## src/rtl/mppp_pkg.sv

```systemverilog
// shared types, constants and pin tables of the position pid block
// no dependencies
`timescale 1ns / 1ps
`default_nettype none

package mppp_pkg;

    localparam int CHANNELS_DEF    = 6;
    localparam int QUEUE_DEPTH_DEF = 2;

    localparam logic signed [15:0] GAIN_P_RST = 16'sd256;
    localparam logic signed [15:0] GAIN_I_RST = 16'sd0;
    localparam logic signed [15:0] GAIN_D_RST = 16'sd0;
    localparam logic [13:0]        LIMIT_RST  = 14'd1000;

    localparam logic signed [25:0] SPEED_MAX = 26'sd100;
    localparam logic signed [25:0] SPEED_MIN = -26'sd100;

    typedef enum logic {
        OP_SET    = 1'b0,
        OP_UPDATE = 1'b1
    } op_e_t;

    typedef enum logic [1:0] {
        REG_GAIN_P = 2'd0,
        REG_GAIN_I = 2'd1,
        REG_GAIN_D = 2'd2,
        REG_LIMIT  = 2'd3
    } reg_idx_t;

    typedef struct packed {
        op_e_t       op;
        logic [2:0]  ch;
        logic [15:0] value;
    } q_item_t;

    typedef struct packed {
        logic [15:0] gain_p;
        logic [15:0] gain_i;
        logic [15:0] gain_d;
        logic [13:0] limit;
    } cfg_t;

    // pin driven by positive speed
    function automatic logic [3:0] pos_pin(input logic [2:0] ch);
        logic [3:0] pin;
        case (ch)
            3'd0:    pin = 4'd8;
            3'd1:    pin = 4'd2;
            3'd2:    pin = 4'd10;
            3'd3:    pin = 4'd0;
            3'd4:    pin = 4'd4;
            3'd5:    pin = 4'd7;
            default: pin = 4'd12;
        endcase
        return pin;
    endfunction

    // pin driven by negative speed
    function automatic logic [3:0] neg_pin(input logic [2:0] ch);
        logic [3:0] pin;
        case (ch)
            3'd0:    pin = 4'd9;
            3'd1:    pin = 4'd3;
            3'd2:    pin = 4'd11;
            3'd3:    pin = 4'd1;
            3'd4:    pin = 4'd5;
            3'd5:    pin = 4'd6;
            default: pin = 4'd13;
        endcase
        return pin;
    endfunction

    function automatic logic [10:0] duty_base(input logic [2:0] ch);
        logic [10:0] base;
        case (ch)
            3'd0, 3'd5: base = 11'd500;
            default:    base = 11'd1000;
        endcase
        return base;
    endfunction

    // span / 100, exact for both spans in use
    function automatic logic [4:0] duty_pct(input logic [2:0] ch);
        logic [4:0] pct;
        case (ch)
            3'd0, 3'd5: pct = 5'd25;
            default:    pct = 5'd30;
        endcase
        return pct;
    endfunction

endpackage

`default_nettype wire

```

## src/rtl/mppp_front.sv

```systemverilog
// front end: accepts input words, drops bad channels, tags the operation
// depends on mppp_pkg
`timescale 1ns / 1ps
`default_nettype none

module mppp_front import mppp_pkg::*; #(
    parameter int CHANNELS = CHANNELS_DEF
) (
    input  wire logic        aclk,
    input  wire logic        aresetn,
    input  wire logic        s_valid,
    output logic             s_ready,
    input  wire logic        s_kind,
    input  wire logic [2:0]  s_channel,
    input  wire logic [15:0] s_value,
    output logic             q_valid,
    input  wire logic        q_ready,
    output q_item_t          q_item
);

    localparam logic [4:0] CH_LIMIT = 5'(CHANNELS);

    logic    f_valid_reg, f_valid_next;
    q_item_t f_item_reg, f_item_next;
    logic    ch_ok;

    assign s_ready = !f_valid_reg || q_ready;
    assign ch_ok   = {2'b00, s_channel} < CH_LIMIT;

    always_comb begin
        f_valid_next = f_valid_reg;
        f_item_next  = f_item_reg;
        if (s_ready) begin
            // out-of-range channels are consumed and dropped here
            f_valid_next     = s_valid && ch_ok;
            f_item_next.op   = s_kind ? OP_UPDATE : OP_SET;
            f_item_next.ch   = s_channel;
            f_item_next.value = s_value;
        end
    end

    always_ff @(posedge aclk) begin
        if (!aresetn) begin
            f_valid_reg <= 1'b0;
        end else begin
            f_valid_reg <= f_valid_next;
        end
        f_item_reg <= f_item_next;
    end

    assign q_valid = f_valid_reg;
    assign q_item  = f_item_reg;

endmodule

`default_nettype wire

```

## src/rtl/mppp_fifo.sv

```systemverilog
// short queue between front and back end
// depends on mppp_pkg
`timescale 1ns / 1ps
`default_nettype none

module mppp_fifo import mppp_pkg::*; #(
    parameter int DEPTH = QUEUE_DEPTH_DEF
) (
    input  wire logic    aclk,
    input  wire logic    aresetn,
    input  wire logic    wr_valid,
    output logic         wr_ready,
    input  wire q_item_t wr_item,
    output logic         rd_valid,
    input  wire logic    rd_en,
    output q_item_t      rd_item
);

    localparam int PTR_W = (DEPTH > 1) ? $clog2(DEPTH) : 1;
    localparam int CNT_W = $clog2(DEPTH + 1);
    localparam logic [PTR_W-1:0] PTR_LAST = PTR_W'(DEPTH - 1);
    localparam logic [CNT_W-1:0] CNT_FULL = CNT_W'(DEPTH);

    q_item_t          mem_reg [DEPTH];
    logic [PTR_W-1:0] wr_ptr_reg, wr_ptr_next;
    logic [PTR_W-1:0] rd_ptr_reg, rd_ptr_next;
    logic [CNT_W-1:0] cnt_reg, cnt_next;
    logic             do_wr, do_rd;

    assign wr_ready = cnt_reg != CNT_FULL;
    assign rd_valid = cnt_reg != '0;
    assign rd_item  = mem_reg[rd_ptr_reg];
    assign do_wr    = wr_valid && wr_ready;
    assign do_rd    = rd_en && rd_valid;

    always_comb begin
        wr_ptr_next = wr_ptr_reg;
        rd_ptr_next = rd_ptr_reg;
        cnt_next    = cnt_reg;
        if (do_wr) begin
            wr_ptr_next = (wr_ptr_reg == PTR_LAST) ? '0 : wr_ptr_reg + 1'b1;
        end
        if (do_rd) begin
            rd_ptr_next = (rd_ptr_reg == PTR_LAST) ? '0 : rd_ptr_reg + 1'b1;
        end
        if (do_wr && !do_rd) begin
            cnt_next = cnt_reg + 1'b1;
        end else if (do_rd && !do_wr) begin
            cnt_next = cnt_reg - 1'b1;
        end
    end

    always_ff @(posedge aclk) begin
        if (!aresetn) begin
            wr_ptr_reg <= '0;
            rd_ptr_reg <= '0;
            cnt_reg    <= '0;
        end else begin
            wr_ptr_reg <= wr_ptr_next;
            rd_ptr_reg <= rd_ptr_next;
            cnt_reg    <= cnt_next;
        end
        if (do_wr) begin
            mem_reg[wr_ptr_reg] <= wr_item;
        end
    end

endmodule

`default_nettype wire

```

## src/rtl/mppp_back.sv

```systemverilog
// back end: per-channel state update, pid pipeline, pwm pin mapping, output register
// depends on mppp_pkg
`timescale 1ns / 1ps
`default_nettype none

module mppp_back import mppp_pkg::*; #(
    parameter int CHANNELS = CHANNELS_DEF
) (
    input  wire logic        aclk,
    input  wire logic        aresetn,
    input  wire cfg_t        cfg,
    input  wire logic        q_valid,
    output logic             q_pop,
    input  wire q_item_t     q_item,
    output logic             m_valid,
    input  wire logic        m_ready,
    output logic [2:0]       m_out_channel,
    output logic [7:0]       m_speed,
    output logic [3:0]       m_drive_pin,
    output logic [11:0]      m_drive_duty,
    output logic [3:0]       m_idle_pin,
    output logic             m_reached_target
);

    localparam int IDX_W = (CHANNELS > 1) ? $clog2(CHANNELS) : 1;

    // per-channel state
    logic [15:0]         target_reg [CHANNELS];
    logic [15:0]         sum_reg    [CHANNELS];
    logic [15:0]         last_reg   [CHANNELS];
    logic [CHANNELS-1:0] active_reg;

    logic             adv;
    logic [IDX_W-1:0] idx;
    logic             is_upd;
    logic             upd_next;
    logic [15:0]      err_next, deriv_next, sum_next;
    logic signed [16:0] sum_wide, lim_pos, lim_neg;

    // stage 1: error terms
    logic        s1_valid_reg;
    logic [2:0]  s1_ch_reg;
    logic [15:0] s1_err_reg, s1_sum_reg, s1_deriv_reg;
    logic        s1_reached_reg;

    // stage 2: products
    logic        s2_valid_reg;
    logic [2:0]  s2_ch_reg;
    logic        s2_reached_reg;
    logic signed [31:0] s2_p_reg, s2_i_reg, s2_d_reg;
    logic signed [31:0] p_next, i_next, d_next;

    // stage 3: sum
    logic        s3_valid_reg;
    logic [2:0]  s3_ch_reg;
    logic        s3_reached_reg;
    logic signed [33:0] s3_acc_reg, acc_next;

    // stage 4: speed
    logic        s4_valid_reg;
    logic [2:0]  s4_ch_reg;
    logic        s4_reached_reg;
    logic signed [7:0]  s4_speed_reg, speed_next;
    logic signed [33:0] acc_adj;
    logic signed [25:0] quot;

    // output register
    logic        m_valid_reg;
    logic [2:0]  m_ch_reg;
    logic [7:0]  m_speed_reg;
    logic [3:0]  m_drive_pin_reg, m_idle_pin_reg;
    logic [11:0] m_duty_reg;
    logic        m_reached_reg;
    logic [6:0]  mag;
    logic [3:0]  drive_pin_next, idle_pin_next;
    logic [11:0] duty_next;

    assign adv   = !m_valid_reg || m_ready;
    assign q_pop = adv && q_valid;
    assign idx   = IDX_W'(q_item.ch);
    assign is_upd = q_item.op == OP_UPDATE;
    assign upd_next = q_pop && is_upd && active_reg[idx];

    always_comb begin
        err_next   = target_reg[idx] - q_item.value;
        deriv_next = q_item.value - last_reg[idx];
        sum_wide   = $signed({sum_reg[idx][15], sum_reg[idx]})
                   + $signed({err_next[15], err_next});
        lim_pos    = $signed({3'b000, cfg.limit});
        lim_neg    = -lim_pos;
        // anti-windup clamp
        if (sum_wide > lim_pos) begin
            sum_next = lim_pos[15:0];
        end else if (sum_wide < lim_neg) begin
            sum_next = lim_neg[15:0];
        end else begin
            sum_next = sum_wide[15:0];
        end
    end

    always_ff @(posedge aclk) begin
        if (!aresetn) begin
            active_reg <= '0;
            for (int i = 0; i < CHANNELS; i++) begin
                sum_reg[i]  <= '0;
                last_reg[i] <= '0;
            end
        end else if (q_pop) begin
            if (!is_upd) begin
                target_reg[idx] <= q_item.value;
                sum_reg[idx]    <= '0;
                active_reg[idx] <= 1'b1;
            end else if (active_reg[idx]) begin
                sum_reg[idx]  <= sum_next;
                last_reg[idx] <= q_item.value;
                if (err_next == '0) begin
                    active_reg[idx] <= 1'b0;
                end
            end
        end
    end

    assign p_next = 32'($signed(cfg.gain_p)) * 32'($signed(s1_err_reg));
    assign i_next = 32'($signed(cfg.gain_i)) * 32'($signed(s1_sum_reg));
    assign d_next = 32'($signed(cfg.gain_d)) * 32'($signed(s1_deriv_reg));

    assign acc_next = 34'(s2_p_reg) + 34'(s2_i_reg) - 34'(s2_d_reg);

    always_comb begin
        // divide by 256 truncating toward zero
        acc_adj = s3_acc_reg[33] ? s3_acc_reg + 34'sd255 : s3_acc_reg;
        quot    = $signed(acc_adj[33:8]);
        if (s3_reached_reg) begin
            speed_next = '0;
        end else if (quot > SPEED_MAX) begin
            speed_next = SPEED_MAX[7:0];
        end else if (quot < SPEED_MIN) begin
            speed_next = SPEED_MIN[7:0];
        end else begin
            speed_next = quot[7:0];
        end
    end

    always_comb begin
        mag = s4_speed_reg[7] ? 7'(-s4_speed_reg) : s4_speed_reg[6:0];
        if (s4_speed_reg[7]) begin
            drive_pin_next = neg_pin(s4_ch_reg);
            idle_pin_next  = pos_pin(s4_ch_reg);
        end else begin
            drive_pin_next = pos_pin(s4_ch_reg);
            idle_pin_next  = neg_pin(s4_ch_reg);
        end
        if (s4_speed_reg == '0) begin
            duty_next = '0;
        end else begin
            duty_next = 12'({5'd0, mag} * {7'd0, duty_pct(s4_ch_reg)})
                      + {1'b0, duty_base(s4_ch_reg)};
        end
    end

    always_ff @(posedge aclk) begin
        if (!aresetn) begin
            s1_valid_reg <= 1'b0;
            s2_valid_reg <= 1'b0;
            s3_valid_reg <= 1'b0;
            s4_valid_reg <= 1'b0;
            m_valid_reg  <= 1'b0;
        end else if (adv) begin
            s1_valid_reg <= upd_next;
            s2_valid_reg <= s1_valid_reg;
            s3_valid_reg <= s2_valid_reg;
            s4_valid_reg <= s3_valid_reg;
            m_valid_reg  <= s4_valid_reg;
        end
        if (adv) begin
            s1_ch_reg       <= q_item.ch;
            s1_err_reg      <= err_next;
            s1_sum_reg      <= sum_next;
            s1_deriv_reg    <= deriv_next;
            s1_reached_reg  <= err_next == '0;
            s2_ch_reg       <= s1_ch_reg;
            s2_reached_reg  <= s1_reached_reg;
            s2_p_reg        <= p_next;
            s2_i_reg        <= i_next;
            s2_d_reg        <= d_next;
            s3_ch_reg       <= s2_ch_reg;
            s3_reached_reg  <= s2_reached_reg;
            s3_acc_reg      <= acc_next;
            s4_ch_reg       <= s3_ch_reg;
            s4_reached_reg  <= s3_reached_reg;
            s4_speed_reg    <= speed_next;
            m_ch_reg        <= s4_ch_reg;
            m_speed_reg     <= s4_speed_reg;
            m_drive_pin_reg <= drive_pin_next;
            m_idle_pin_reg  <= idle_pin_next;
            m_duty_reg      <= duty_next;
            m_reached_reg   <= s4_reached_reg;
        end
    end

    assign m_valid          = m_valid_reg;
    assign m_out_channel    = m_ch_reg;
    assign m_speed          = m_speed_reg;
    assign m_drive_pin      = m_drive_pin_reg;
    assign m_drive_duty     = m_duty_reg;
    assign m_idle_pin       = m_idle_pin_reg;
    assign m_reached_target = m_reached_reg;

endmodule

`default_nettype wire

```

## src/rtl/multichannel_position_pid_pwm_top.sv

```systemverilog
// channel    | handshake                 | payload
// s_ (in)    | s_valid / s_ready         | s_kind, s_channel, s_value
// m_ (out)   | m_valid / m_ready         | m_out_channel, m_speed, m_drive_pin,
//            |                           | m_drive_duty, m_idle_pin, m_reached_target
// apb (cfg)  | psel, penable, pwrite     | paddr, pwdata, prdata, pready
//
// one word per cycle sustained while m_ready does not stall; an update to an active channel
// reaches m_ through the front register, queue, state stage, multiply, add, scale and output register
// the per-channel state read-modify-write sits in one stage, so same-channel words
// may follow each other on consecutive cycles
// reset is synchronous and active low; all channels come up inactive
// a stall on m_ready freezes the back end; the two-entry queue and front register absorb s_
// top level of the multichannel position pid with pwm pin mapping
// depends on mppp_pkg, mppp_front, mppp_fifo, mppp_back
`timescale 1ns / 1ps
`default_nettype none

module multichannel_position_pid_pwm_top import mppp_pkg::*; #(
    parameter int CHANNELS    = CHANNELS_DEF,
    parameter int QUEUE_DEPTH = QUEUE_DEPTH_DEF
) (
    input  wire logic        aclk,
    input  wire logic        aresetn,
    input  wire logic        s_valid,
    output logic             s_ready,
    input  wire logic        s_kind,
    input  wire logic [2:0]  s_channel,
    input  wire logic [15:0] s_value,
    output logic             m_valid,
    input  wire logic        m_ready,
    output logic [2:0]       m_out_channel,
    output logic [7:0]       m_speed,
    output logic [3:0]       m_drive_pin,
    output logic [11:0]      m_drive_duty,
    output logic [3:0]       m_idle_pin,
    output logic             m_reached_target,
    input  wire logic        psel,
    input  wire logic        penable,
    input  wire logic        pwrite,
    input  wire logic [3:0]  paddr,
    input  wire logic [31:0] pwdata,
    output logic [31:0]      prdata,
    output logic             pready
);

    cfg_t     cfg_reg;
    reg_idx_t reg_sel;
    logic     cfg_wr;

    logic    f_valid, f_ready;
    q_item_t f_item;
    logic    q_valid, q_pop;
    q_item_t q_item;

    assign pready  = 1'b1;
    assign reg_sel = reg_idx_t'(paddr[3:2]);
    assign cfg_wr  = psel && penable && pwrite && pready;

    always_ff @(posedge aclk) begin
        if (!aresetn) begin
            cfg_reg.gain_p <= GAIN_P_RST;
            cfg_reg.gain_i <= GAIN_I_RST;
            cfg_reg.gain_d <= GAIN_D_RST;
            cfg_reg.limit  <= LIMIT_RST;
        end else if (cfg_wr) begin
            case (reg_sel)
                REG_GAIN_P: cfg_reg.gain_p <= pwdata[15:0];
                REG_GAIN_I: cfg_reg.gain_i <= pwdata[15:0];
                REG_GAIN_D: cfg_reg.gain_d <= pwdata[15:0];
                REG_LIMIT:  cfg_reg.limit  <= pwdata[13:0];
                default:    ;
            endcase
        end
    end

    always_comb begin
        case (reg_sel)
            REG_GAIN_P: prdata = {{16{cfg_reg.gain_p[15]}}, cfg_reg.gain_p};
            REG_GAIN_I: prdata = {{16{cfg_reg.gain_i[15]}}, cfg_reg.gain_i};
            REG_GAIN_D: prdata = {{16{cfg_reg.gain_d[15]}}, cfg_reg.gain_d};
            REG_LIMIT:  prdata = {18'd0, cfg_reg.limit};
            default:    prdata = '0;
        endcase
    end

    mppp_front #(
        .CHANNELS (CHANNELS)
    ) u_front (
        .aclk      (aclk),
        .aresetn   (aresetn),
        .s_valid   (s_valid),
        .s_ready   (s_ready),
        .s_kind    (s_kind),
        .s_channel (s_channel),
        .s_value   (s_value),
        .q_valid   (f_valid),
        .q_ready   (f_ready),
        .q_item    (f_item)
    );

    mppp_fifo #(
        .DEPTH (QUEUE_DEPTH)
    ) u_fifo (
        .aclk     (aclk),
        .aresetn  (aresetn),
        .wr_valid (f_valid),
        .wr_ready (f_ready),
        .wr_item  (f_item),
        .rd_valid (q_valid),
        .rd_en    (q_pop),
        .rd_item  (q_item)
    );

    mppp_back #(
        .CHANNELS (CHANNELS)
    ) u_back (
        .aclk             (aclk),
        .aresetn          (aresetn),
        .cfg              (cfg_reg),
        .q_valid          (q_valid),
        .q_pop            (q_pop),
        .q_item           (q_item),
        .m_valid          (m_valid),
        .m_ready          (m_ready),
        .m_out_channel    (m_out_channel),
        .m_speed          (m_speed),
        .m_drive_pin      (m_drive_pin),
        .m_drive_duty     (m_drive_duty),
        .m_idle_pin       (m_idle_pin),
        .m_reached_target (m_reached_target)
    );

endmodule

`default_nettype wire

```

## config.mk

```make
export PLATFORM = sky130hd
export DESIGN_NAME = multichannel_position_pid_pwm_top
export DESIGN_NICKNAME = d
export VERILOG_FILES = /design/src/rtl/mppp_pkg.sv /design/src/rtl/mppp_front.sv /design/src/rtl/mppp_fifo.sv /design/src/rtl/mppp_back.sv /design/src/rtl/multichannel_position_pid_pwm_top.sv
export SDC_FILE = /design/constraint.sdc
export NUM_CORES = 2
export LEC_CHECK = 0
export BUFFER_PORTS_ARGS = -buffer_cell sky130_fd_sc_hd__clkbuf_2
export CORE_ASPECT_RATIO = 1.5
export CORE_MARGIN = 2
export CORE_UTILIZATION = 40
export CTS_CLUSTER_SIZE = 30
export DETAILED_ROUTE_END_ITERATION = 12
export GPL_ROUTABILITY_DRIVEN = 0
export PLACE_DENSITY = 0.63
export SETUP_SLACK_MARGIN = 0.5
export SLEW_MARGIN = 10
export SYNTH_ARGS = -nofsm -noshare
export SYNTH_HDL_FRONTEND = slang
export SYNTH_SLANG_ARGS = --single-unit
```

## constraint.sdc

```tcl
create_clock -name aclk -period 8.8 [get_ports aclk]
set_input_delay 0.88 -clock aclk [delete_from_list [all_inputs] [get_ports aclk]]
set_output_delay 0.88 -clock aclk [all_outputs]
set_load 0.02 [all_outputs]
```

======== Word level (Yosys, flattened, before mapping) ========
Memories as Yosys holds them, arrays and structs flattened. A register that Yosys moved wholly into a read port is not among the register bits.
Index checks and enable logic that the tools add are counted.
W data, S select, Z words.
operators by class
  add/subtract/negate cells ............... 13
  $mul .................................... 4
  magnitude comparators ................... 7
  equality and inequality tests ........... 11
  muxes and demuxes ....................... 48
  bitwise gates (word level) .............. 4
  reductions and logical operators ........ 33
operators by type and width
  cell                     count
  $pmux W32 S4             1
  $mul A16 B16 Y32         3
  $mux W16                 5
  $pmux W4 S6              2
  $add A34 B9 Y34 const B  1
  $mux W34                 1
  $sub A33 B32 Y34         1
  $add A32 B32 Y33         1
  $reduce_or A16 Y1        2
  $sub A16 B16 Y16         2
  $gt A26 B8 Y1 const B    1
  $lt A26 B8 Y1 const B    1
  $mux W1                  21
  $mux W6                  3
  $add A16 B16 Y17         1
  $gt A17 B15 Y1           1
  $lt A17 B17 Y1           1
  $neg A14 Y17             1
  $logic_not A16 Y1        1
  $mux W7                  2
  $add A12 B11 Y12         1
  $mul A7 B5 Y12           1
  $logic_and A1 B1 Y1      11
  $mux W11                 1
  36 further kinds         54
storage, ports and cells
  flip-flop bits (word level) ............. 332
  memory bits (writable) .................. 328
  input bits .............................. 63
  logic and storage cells ................. 165
  memories kept ........................... 4
memories
  name               depth  width  read ports  clocked after memory_dff  write ports  line             RTL
  u_back.last_reg    6      16     1           0                         6            mppp_back.sv:30  logic [15:0] last_reg [CHANNELS];
  u_back.sum_reg     6      16     1           0                         6            mppp_back.sv:29  logic [15:0] sum_reg [CHANNELS];
  u_back.target_reg  6      16     1           0                         1            mppp_back.sv:28  logic [15:0] target_reg [CHANNELS];
  u_fifo.mem_reg     2      20     1           1                         1            mppp_fifo.sv:24  q_item_t mem_reg [DEPTH];

======== Longest topological paths before layout ========
  depth in word-level cells ............... 10
  mapped depth ............................ 40

======== Hierarchy ========
A second synthesis with hierarchy kept.
unflattened totals
  cell total of the unflattened synthesis .. 5861
  area, all modules ....................... 63457.1 um2
modules (own cells, without submodules)
  module                             instances  cells an instance  area an instance (um2)  seq. area each (um2)
  mppp_back                          1          5477               58268.4                 17727.0
  multichannel_position_pid_pwm_top  1          274                2861.5                  1241.2
  mppp_fifo                          1          86                 1679.1                  1301.2
  mppp_front                         1          24                 648.1                   620.6

======== Worst setup path before layout ========
Ideal clock, no wire load.
  kind .................................... register -> register
  start ................................... mem u_fifo.mem_reg[1][16] in the netlist's numbering
  end ..................................... mem u_back.sum_reg[5][5], data pin
  setup time .............................. 0.262 ns
  arrival ................................. 7.691 ns
  required time ........................... 8.538 ns
  slack ................................... 0.847 ns
  cell stages (with the launch flop) ...... 36
  buffers on the path ..................... 6
  clock period less this slack ............ 7.953 ns
  cells stage by stage .................... edfxtp_1 -> clkbuf_1 -> mux2i_4 -> inv_4 -> buf_6 -> clkbuf_1 -> buf_1 -> clkbuf_1 -> nand2_1 -> nand3_1 -> o21ai_0 -> a21oi_1 -> ha_1 -> nor2b_1 -> o31a_1 -> a21oi_1 -> ha_1 -> o21a_1 -> o21ai_0 -> a211oi_1 -> o211ai_2 -> a21oi_2 -> o2111ai_2 -> a21oi_1 -> or3_1 -> and2_1 -> ha_1 -> a21oi_1 -> o21bai_1 -> a2111oi_0 -> o221ai_1 -> a31oi_1 -> inv_1 -> clkbuf_1 -> o21a_1 -> o221a_2
RTL lines
  element          line
  start, declared  mppp_fifo.sv:24
  end, declared    mppp_back.sv:29

==> out/summary.txt <==
SYNTH
--------------------------------------------------------------------------------------
Share of the synthesized area in the top cell type ......................        0.303
Cell area after synthesis ...............................................    63600 um2
Top_reg_cell synth ...................................................... sky130_fd_sc_hd__edfxtp_1
Cell count after synthesis ..............................................         6138
Distinct cells, synth ...................................................          101
Commonest cells post-synth .............................................. sky130_fd_sc_hd__inv_1, sky130_fd_sc_hd__nand2_1, sky130_fd_sc_hd__fa_1
Fraction of registers with async set or reset after synthesis ...........            0
Library cell with the largest summed area after synthesis ............... sky130_fd_sc_hd__edfxtp_1
Total of flip-flops plus latches after synthesis ........................          722
Synthesized area divided by synthesized cell count ......................     10.4 um2
Warning count from the yosys run ........................................            0
Library cell with the highest instance count after synthesis ............ sky130_fd_sc_hd__inv_1
Share of synthesized area occupied by flip-flops and latches ............        0.328
Leading cell types by total area after synthesis ........................ sky130_fd_sc_hd__edfxtp_1, sky130_fd_sc_hd__fa_1, sky130_fd_sc_hd__ha_1
Number of enable flip-flop cells after synthesis ........................          643

ROUTE
--------------------------------------------------------------------------------------
DR vias/cell ............................................................         5.25
Via count ...............................................................        44000
Iter 0 DRT Violations ...................................................         3059
WL/cell .................................................................      20.7 um
DRC violation count after routing .......................................            0
DRT Wirelength ..........................................................    173000 um
Count of TritonRoute iterations in the first routing pass ...............            6
Count of nets left with antenna violations after detail routing .........            0

OUTCOME
--------------------------------------------------------------------------------------
Run status .............................................................. complete, no violations

CLOCK NETWORK
--------------------------------------------------------------------------------------
Clock tree from TritonCTS ...............................................          yes
Count of clock tree sinks ...............................................          722
Worst-skew pair later-pin latency .......................................      0.69 ns
Clock root buffer ....................................................... sky130_fd_sc_hd__clkbuf_16
Worst-case clock buffer depth ...........................................            3
CTS H-tree lvls .........................................................            3
CTS clk-pin slew, worst paths ...........................................      0.06 ns
Number of buffers inserted during clock tree synthesis ..................           78
Hold-fix buffer count after cts .........................................            0

PLACEMENT
--------------------------------------------------------------------------------------
Worst slack at placement ................................................     0.554 ns
Count of input and output buffers .......................................          110
Dpl hpwl ................................................................    135000 um
Area of placed instances ................................................    66800 um2

HOLD PATH
--------------------------------------------------------------------------------------
HP Class ................................................................ input port to flip-flop

GLOBAL ROUTE
--------------------------------------------------------------------------------------
Residual overflow from global routing ...................................            0
Tot GR Track Use ........................................................        0.215
Maximum number of pins on one net before global-route repair ............           90
Initial antenna violation count .........................................            2
Number of global-route vias before repair ...............................        46300
Wire length of the first global-routing pass ............................    265000 um

STA
--------------------------------------------------------------------------------------
Min Tclk post-route .....................................................      7.93 ns
Count of pins over their slew limit .....................................            0
Setup violations, final .................................................            0
Sum of negative setup slack .............................................         0 ns
Final number of hold-violating endpoints ................................            0
Max transition margin ...................................................        0.216
Fin Clk Skew ............................................................    0.0492 ns
Hold Slack ..............................................................     0.363 ns
Final worst path period share ...........................................        0.901
Timing-limited maximum frequency ........................................      126 MHz
Setup repair after global routing missed its margin .....................           no
Worst slew pin tran .....................................................      1.17 ns
Fin worst setup slack ...................................................     0.870 ns

SETUP PATH
--------------------------------------------------------------------------------------
Most Frequent Cell on Critical Path ..................................... sky130_fd_sc_hd__ha_1
Critical setup path kind ................................................ flip-flop to flip-flop
Number of buffers and inverters on the critical path ....................            3
Cell family with most CP delay .......................................... compound AO/OA/AOI/OAI gates
Crit Path Max Fanout ....................................................           11
CP arrival ..............................................................      8.33 ns
Crit path required time .................................................      9.20 ns
Library cell contributing the largest single delay on the critical path . sky130_fd_sc_hd__dfxtp_2
Delay contributed by the slowest stage of the critical path .............      0.45 ns
Crit end category .......................................................    flip-flop
Category of the worst setup path launch point ...........................    flip-flop

FLOORPLAN
--------------------------------------------------------------------------------------
Initial standard-cell utilization of the core ...........................        0.402
Horizontal die dimension ................................................       330 um
Row count ...............................................................          179
Number of top-level pins ................................................          130
Total Die Area ..........................................................   162000 um2
Area of the core ........................................................   158000 um2
Height of the die .......................................................       493 um

FLOW RUN
--------------------------------------------------------------------------------------
Maxcap violations .......................................................            0

LAYOUT
--------------------------------------------------------------------------------------
Total non-filler cell area in the finished layout .......................    69500 um2
Number of nets in the layout ............................................         7511
Proportion of layout cells with a drive suffix above 1 ..................       0.0713
Area added between synthesis and finish .................................        9.27%
Filler cell count in the final layout ...................................        14900

PWR
--------------------------------------------------------------------------------------
Largest vdd supply drop .................................................     0.600 mV
Leakage power ...........................................................      29.6 nW
Post-route total power ..................................................     0.0251 W
Cell Pwr Density ........................................................   362 nW/um2

[worst reg2reg max path: stages (launching register included)]
cell and delay [ns]:
sky130_fd_sc_hd__dfxtp_2 0.45, sky130_fd_sc_hd__mux2i_4 0.34, sky130_fd_sc_hd__inv_2 0.16, sky130_fd_sc_hd__a221o_1 0.38, sky130_fd_sc_hd__a222oi_1 0.37, sky130_fd_sc_hd__ha_1 0.25
sky130_fd_sc_hd__inv_1 0.06, sky130_fd_sc_hd__fa_1 0.44, sky130_fd_sc_hd__a21oi_1 0.24, sky130_fd_sc_hd__o22ai_1 0.17, sky130_fd_sc_hd__o41ai_2 0.34, sky130_fd_sc_hd__xnor2_1 0.32
sky130_fd_sc_hd__ha_1 0.37, sky130_fd_sc_hd__or2_2 0.28, sky130_fd_sc_hd__a31oi_1 0.27, sky130_fd_sc_hd__a21oi_2 0.09, sky130_fd_sc_hd__a31oi_1 0.21, sky130_fd_sc_hd__xnor2_1 0.18
sky130_fd_sc_hd__ha_1 0.39, sky130_fd_sc_hd__nand4_1 0.11, sky130_fd_sc_hd__nor3_1 0.28, sky130_fd_sc_hd__nor2_1 0.10, sky130_fd_sc_hd__maj3_2 0.32, sky130_fd_sc_hd__a32oi_2 0.26
sky130_fd_sc_hd__a41o_2 0.42, sky130_fd_sc_hd__buf_12 0.22, sky130_fd_sc_hd__mux2i_4 0.45, sky130_fd_sc_hd__nor2_1 0.14
[final timing paths]
check	from	endpoint	slack (ns)	cells past startpoint
hold reg to reg	u_back.s3_ch_reg[0]	u_back.s4_ch_reg[0]	0.42	0
hold / removal	s_value[10]	u_front.q_item[10]	0.36	1
setup reg to reg	flip-flop	u_back.sum_reg[6][9]	0.87	27
setup / recovery	flip-flop	u_back.sum_reg[6][9]	0.87	27
[layer usage]
layer	GRT usage	vias to the layer above	routed length, um
met2	0.391	1493	90400
met1	0.229	22100	59400
met3	0.0282	532	10100
li1	-	19800	-
met4	0.148	2	13500
met5	0	-	11
[final cells by class]
| type | count | area (um2) | share of cell area |
|---|---|---|---|
| Multi-Input combinational cell | 4082 | 37700 | 0.542 |
| Sequential cell | 722 | 20900 | 0.300 |
| Timing Repair Buffer | 225 | 1480 | 0.0213 |
| Antenna cell | 1 | 2.50 | 0.0000360 |
| Tap cell | 2081 | 2600 | 0.0374 |
| Inverter | 1126 | 4240 | 0.0609 |
| Clock buffer | 94 | 2050 | 0.0295 |
| Clock inverter | 51 | 557 | 0.00801 |
[placed cells by master, fill, tap and decap left out, types with 29 or more instances in the layout]
cell type / netlist / final
sky130_fd_sc_hd__nand2_1: 861 / 861
sky130_fd_sc_hd__and2_1: 301 / 301
sky130_fd_sc_hd__o21ai_0: 119 / 113
sky130_fd_sc_hd__fa_1: 837 / 837
sky130_fd_sc_hd__nor2_1: 334 / 332
sky130_fd_sc_hd__clkbuf_16: 0 / 80
sky130_fd_sc_hd__mux2i_1: 43 / 42
sky130_fd_sc_hd__clkbuf_2: 0 / 110
sky130_fd_sc_hd__nand2b_1: 66 / 66
sky130_fd_sc_hd__nand3_1: 68 / 68
sky130_fd_sc_hd__ha_1: 376 / 376
sky130_fd_sc_hd__xnor2_1: 157 / 157
sky130_fd_sc_hd__o21bai_1: 29 / 29
sky130_fd_sc_hd__a21oi_1: 270 / 270
sky130_fd_sc_hd__conb_1: 2 / 34
sky130_fd_sc_hd__buf_4: 20 / 108
sky130_fd_sc_hd__nor3_1: 59 / 58
sky130_fd_sc_hd__xor2_1: 52 / 51
sky130_fd_sc_hd__a21o_1: 59 / 59
sky130_fd_sc_hd__dfxtp_1: 79 / 78
sky130_fd_sc_hd__edfxtp_1: 643 / 643
sky130_fd_sc_hd__inv_1: 1117 / 1115
[kinds of logic after synthesis]
kind of cell / Yosys count / share of synthesized area
and+or+nand+nor: 1810 / 0.129
buffers and inverters: 1366 / 0.0824
adders and majority gates: 1214 / 0.337
AOI/OAI and AO/OA: 730 / 0.0738
DFF: 722 / 0.328
xor gates and xnor gates: 213 / 0.0300
muxes: 81 / 0.0190
other: 2 / 0.000118
[stage by stage]
step / std cells / util
floorplan: 6170 / -
global placement: 8233 / 0.422
detailed placement: 8233 / 0.422
CTS: 8378 / 0.438
global route: 8381 / 0.439
finish: 8382 / 0.439
[timing repair]
item	CTS	global route
buffers inserted	0	3
endpoints found under the hold margin	0	0
setup endpoints to repair	0	139
resized for setup	0	19
[power by group]
| part | internal, W | switching [W] | total, W |
|---|---|---|---|
| sequential | 0.00495 | 0.000970 | 0.00592 |
| combinational | 0.00637 | 0.00949 | 0.0159 |
| clock | 0.00190 | 0.00146 | 0.00336 |
Power figures use the tool's default switching activity.
